**src/hw/rtl/hclm_pkg.sv**
```systemverilog
// Shared types, constants and helper functions of the Hough cell layer matcher.
package hclm_pkg;

	localparam int LAYERS = 6;
	localparam int MIN_LAYERS = 5;
	localparam logic [10:0] COUNT_MAX = 11'd2047;
	localparam logic [3:0] CLU_LAST_READ = 4'd8;
	localparam logic [3:0] CLU_LAST_STEP = 4'd10;

	localparam logic [2:0] FN_LOAD = 3'd0;
	localparam logic [2:0] FN_CLEAR = 3'd1;
	localparam logic [2:0] FN_HIT = 3'd2;
	localparam logic [2:0] FN_CLUSTER = 3'd3;
	localparam logic [2:0] FN_QUERY = 3'd4;

	localparam logic REG_ACTIVE_A = 1'b0;
	localparam logic REG_ACTIVE_B = 1'b1;

	typedef enum logic [2:0] {
		OP_NONE,
		OP_CLEAR,
		OP_HIT,
		OP_CLUSTER,
		OP_QUERY
	} op_t;

	typedef enum logic [2:0] {
		ST_INIT,
		ST_IDLE,
		ST_CLEAR,
		ST_HIT,
		ST_DRAIN,
		ST_CLU,
		ST_QRY,
		ST_RESULT
	} state_t;

	typedef struct packed {
		logic start;
		logic load;
		op_t  op;
		logic emit;
	} cmd_t;

	typedef struct packed {
		logic last_cell;
		logic step_last;
		logic out_free;
		logic empty;
	} status_t;

	typedef struct packed {
		logic signed [1:0] da;
		logic signed [1:0] db;
		logic              strict;
	} nb_off_t;

	function automatic logic [2:0] layer_count(input logic [5:0] m);
		logic [2:0] n;
		n = '0;
		for (int i = 0; i < LAYERS; i++) begin
			n = n + 3'(m[i]);
		end
		return n;
	endfunction

	// Position of a possible centre relative to the cell under test, and whether
	// the cell falls only on a strictly smaller layer count.
	function automatic nb_off_t nb_offset(input logic [3:0] k);
		nb_off_t o;
		case (k)
			4'd1: o = '{da: -2'sd1, db: -2'sd1, strict: 1'b0};
			4'd2: o = '{da: -2'sd1, db: 2'sd0, strict: 1'b0};
			4'd3: o = '{da: -2'sd1, db: 2'sd1, strict: 1'b0};
			4'd4: o = '{da: 2'sd0, db: 2'sd1, strict: 1'b0};
			4'd5: o = '{da: 2'sd1, db: 2'sd1, strict: 1'b1};
			4'd6: o = '{da: 2'sd1, db: 2'sd0, strict: 1'b1};
			4'd7: o = '{da: 2'sd1, db: -2'sd1, strict: 1'b1};
			4'd8: o = '{da: 2'sd0, db: -2'sd1, strict: 1'b1};
			default: o = '{da: 2'sd0, db: 2'sd0, strict: 1'b0};
		endcase
		return o;
	endfunction

endpackage

```
**src/hw/rtl/hclm_ctrl.sv**
```systemverilog
// Controller state machine of the Hough cell layer matcher.
module hclm_ctrl (
	input  logic                clk,
	input  logic                arst_n,
	input  logic                in_valid,
	output logic                in_ready,
	input  logic [2:0]          func,
	input  logic [2:0]          layer,
	input  hclm_pkg::status_t   status,
	output hclm_pkg::cmd_t      cmd
);

	hclm_pkg::state_t state_q, state_d;

	always_ff @(posedge clk or negedge arst_n) begin
		if (!arst_n) begin
			state_q <= hclm_pkg::ST_INIT;
		end else begin
			state_q <= state_d;
		end
	end

	always_comb begin
		state_d = state_q;
		in_ready = 1'b0;
		cmd = '{start: 1'b0, load: 1'b0, op: hclm_pkg::OP_NONE, emit: 1'b0};
		case (state_q)
			hclm_pkg::ST_INIT: begin
				cmd.op = hclm_pkg::OP_CLEAR;
				if (status.last_cell) begin
					state_d = hclm_pkg::ST_IDLE;
				end
			end
			hclm_pkg::ST_IDLE: begin
				in_ready = 1'b1;
				if (in_valid) begin
					cmd.start = 1'b1;
					case (func)
						hclm_pkg::FN_LOAD: cmd.load = 1'b1;
						hclm_pkg::FN_CLEAR: state_d = hclm_pkg::ST_CLEAR;
						hclm_pkg::FN_HIT: begin
							if (32'(layer) < hclm_pkg::LAYERS && !status.empty) begin
								state_d = hclm_pkg::ST_HIT;
							end
						end
						hclm_pkg::FN_CLUSTER: begin
							state_d = status.empty ? hclm_pkg::ST_RESULT : hclm_pkg::ST_CLU;
						end
						hclm_pkg::FN_QUERY: state_d = hclm_pkg::ST_QRY;
						default: state_d = hclm_pkg::ST_IDLE;
					endcase
				end
			end
			hclm_pkg::ST_CLEAR: begin
				cmd.op = hclm_pkg::OP_CLEAR;
				if (status.last_cell) begin
					state_d = hclm_pkg::ST_IDLE;
				end
			end
			hclm_pkg::ST_HIT: begin
				cmd.op = hclm_pkg::OP_HIT;
				if (status.last_cell) begin
					state_d = hclm_pkg::ST_DRAIN;
				end
			end
			hclm_pkg::ST_DRAIN: state_d = hclm_pkg::ST_IDLE;
			hclm_pkg::ST_CLU: begin
				cmd.op = hclm_pkg::OP_CLUSTER;
				if (status.last_cell && status.step_last) begin
					state_d = hclm_pkg::ST_RESULT;
				end
			end
			hclm_pkg::ST_QRY: begin
				cmd.op = hclm_pkg::OP_QUERY;
				state_d = hclm_pkg::ST_RESULT;
			end
			hclm_pkg::ST_RESULT: begin
				if (status.out_free) begin
					cmd.emit = 1'b1;
					state_d = hclm_pkg::ST_IDLE;
				end
			end
			default: state_d = hclm_pkg::ST_IDLE;
		endcase
	end

endmodule

```
**config.mk**
```make
export PLATFORM = sky130hd
export DESIGN_NAME = hclm_ctrl
export DESIGN_NICKNAME = d
export VERILOG_FILES = /design/src/hw/rtl/hclm_pkg.sv /design/src/hw/rtl/hclm_ctrl.sv
export SDC_FILE = /design/constraint.sdc
export NUM_CORES = 1
export LEC_CHECK = 0
export ABC_CLOCK_PERIOD_IN_PS = 3300
export BUFFER_PORTS_ARGS = -buffer_cell sky130_fd_sc_hd__buf_2
export CORE_AREA = 2 2 39 41
export CTS_CLUSTER_DIAMETER = 30
export DETAILED_ROUTE_END_ITERATION = 6
export DIE_AREA = 0 0 41 43
export RECOVER_POWER = 50
export SYNTH_ARGS = -nofsm -noshare
export SYNTH_HDL_FRONTEND = slang
export SYNTH_SLANG_ARGS = --single-unit
```
**constraint.sdc**
```tcl
create_clock -name clk -period 3.3 [get_ports clk]
set_clock_uncertainty 0.05 [all_clocks]
set_input_delay 0.33 -clock clk [delete_from_list [all_inputs] [get_ports clk]]
set_output_delay 0.33 -clock clk [all_outputs]
set_load 0.01 [all_outputs]
```
==> reports/summary.txt <==
Clock Path Buffers -> 2
post-route ant nets -> 0
Req. time, crit path -> 2.92 ns
DRC Markers -> 0
Pleak -> 0.2239 nW
nets -> 78
kind of critical path -> flip-flop to output pin
gpl congestion -> 0.7840
Final Cycle Share -> 0.5234
Max Freq -> 578.9 MHz
most common cell after layout, fill and taps aside -> buf_2
Reg clk slew, reported paths -> 0.04 ns
max FFs per register -> 3
Worst-Skew Late Latency -> 0.23 ns
Rel. slew slack -> 0.6907
Fill cells -> 157
# IOs -> 20
total power -> 0.3576 mW
Top delay family on crit path -> flip-flops
cell row count -> 14
Synth Warn # -> 0
synth unique cells -> 25
drt wl/cell -> 9.813 µm
Port Buffers -> 18
Final min period -> 1.727 ns
gr ovfl total -> 0
hpwl dp -> 619.9 µm
Worst Path Arrival -> 1.35 ns
prevailing post-synth register cell -> dfrtp_1
final wirelength -> 785 µm
slowest stage delay, CP -> 0.44 ns
n_diodes -> 0
CTS root buf -> clkbuf_4
Starting Density -> 0.2387
PostCTS Resize Cnt -> 0
Cell Area, Synth -> 330.3 µm²
CTS Buf Count -> 3
Critical Path, Cell by Cell -> inv_1 -> nand2_1 -> nor2_1 -> and3_1 -> buf_2
Synth Register Bits -> 3
Initial DRC Count -> 4
number of global-route vias before repair -> 321
first-pass GRT wire length -> 1207 µm
CTS Sinks -> 3
Min-Delay Path Class -> primary input to async pin
Die Span Y -> 43 µm
CTS tree -> built
CTS hold repair buffers -> 1
drt first pass iters -> 4
power density over cell area -> 793.9 nW/µm²
Peak VDD IR -> 402.0 µV
Largest Register -> state_q
Synth Area per Inst -> 7.682 µm²
crit path launch type -> flip-flop
Via-to-Cell Ratio -> 4.938
Total GRT Usage -> 0.1057
Setup-failing EPs final -> 0
Final Slew Violations -> 0
largest net degree at the start of global routing -> 17
Core Footprint -> 1384 µm²
Crit Path Max Fanout -> 7
PnR worst setup slack -> 1.573 ns
die area -> 1763 µm²
Setup Buffers After CTS -> 0
slew at the pin with the worst max-slew slack -> 0.4639 ns
pre-CTS setup slack -> 1.732 ns
top flop regs -> state_q: 3 flops
area delta synth->final -> 36.36%
Final Core Density -> 0.3255
via count -> 395
most frequent cells in the layout -> 17 x buf_2, 4 x nand2_1, 4 x nor2_1
htree depth -> 1
Final Hold Fails -> 0
Max Cap Viol -> 0
RSZ-0062 raised after global routing -> no
share of the synthesized area in the top cell type -> 0.2273
Slowest-stage cell, CP -> dfrtp_1
layout cells sized above 1 -> 0.3281
cell taking the most area after synthesis -> dfrtp_1
Die X -> 41 µm
initial antenna violation count -> 0
crit end category -> output pin
most area-consuming cells after synthesis -> dfrtp_1 23%, a41oi_2 4.9%, o32ai_2 4.9%, nor3_1 4.5%, o21ai_0 4.5%
Gate Count Post-Synth -> 43
CP bufs+invs -> 2
EDFF count, synth -> 0
register area share after synthesis -> 0.2273
status -> complete, no violations
asr flop ratio synth -> 1.000
setup TNS -> 0 ns
syn nets -> 56
[per-stage QoR]
stage          cells  hold slack, ns  cell area [µm²]
2_1_floorplan     43        -0.01559            330.3
3_3_place_gp      75         0.07574            430.4
3_5_place_dp      75         0.07629            430.4
4_1_cts           80          0.3597            466.7
5_1_grt           80          0.4021            450.4
6_report          80          0.3821            450.4
[Yosys cell counts (2+ instances only)]
cell and count:
a31oi_1 2, nor3_1 3, buf_2 2, a21oi_1 2, inv_1 3, o21ai_0 3, and2_1 2, nor2_1 4
dfrtp_1 3, nand2_1 4
[power by group]
part	switching, mW	internal, mW
sequential	0.0443	0.0527
combinational	0.0958	0.102
clock	0.0175	0.0452
[worst paths after layout]
kind	depth (start not counted)	endpoint	from	slack (ns)
max in group asynchronous	2	state_q[0]$_DFFE_PN0P_	arst_n	2.67
min in group clk	3	state_q[0]$_DFFE_PN0P_	status[3]	0.42
worst min register to register	1	state_q[0]$_DFFE_PN0P_	state_q[0]$_DFFE_PN0P_	0.63
worst max-delay path	5	cmd[4]	state_q[1]$_DFFE_PN0P_	1.57
worst min-delay path	2	state_q[1]$_DFFE_PN0P_	arst_n	0.38
worst max register to register	3	state_q[1]$_DFFE_PN0P_	state_q[2]$_DFFE_PN0P_	1.66
[logic make-up after synthesis]
group	share of synthesized area
AO/OA/AOI/OAI	0.3372
XOR/XNOR	0.05304
buffers and inverters	0.06439
flip-flops	0.2273
multiplexers	0.03030
AND/OR/NAND/NOR	0.2878
[cell type report]
type | count | area, µm² | area share
sequential | 3 | 75.07 | 0.1667
tap | 16 | 20.02 | 0.04444
clock buffer | 4 | 26.28 | 0.05833
multi-input combinational | 35 | 219.0 | 0.4861
timing repair buffer | 19 | 98.84 | 0.2194
inverter | 3 | 11.26 | 0.02500
[per-layer routing]
metal	GRT usage	wire length, µm	share of wire	vias up
li1	-	-	-	202
met1	0.1299	371	0.47	181
met2	0.1375	373	0.48	12
met3	0.03141	40	0.051	0
met4	0.1000	0	0	0
met5	0	0	0	-
(Power assumes the default switching activity.)
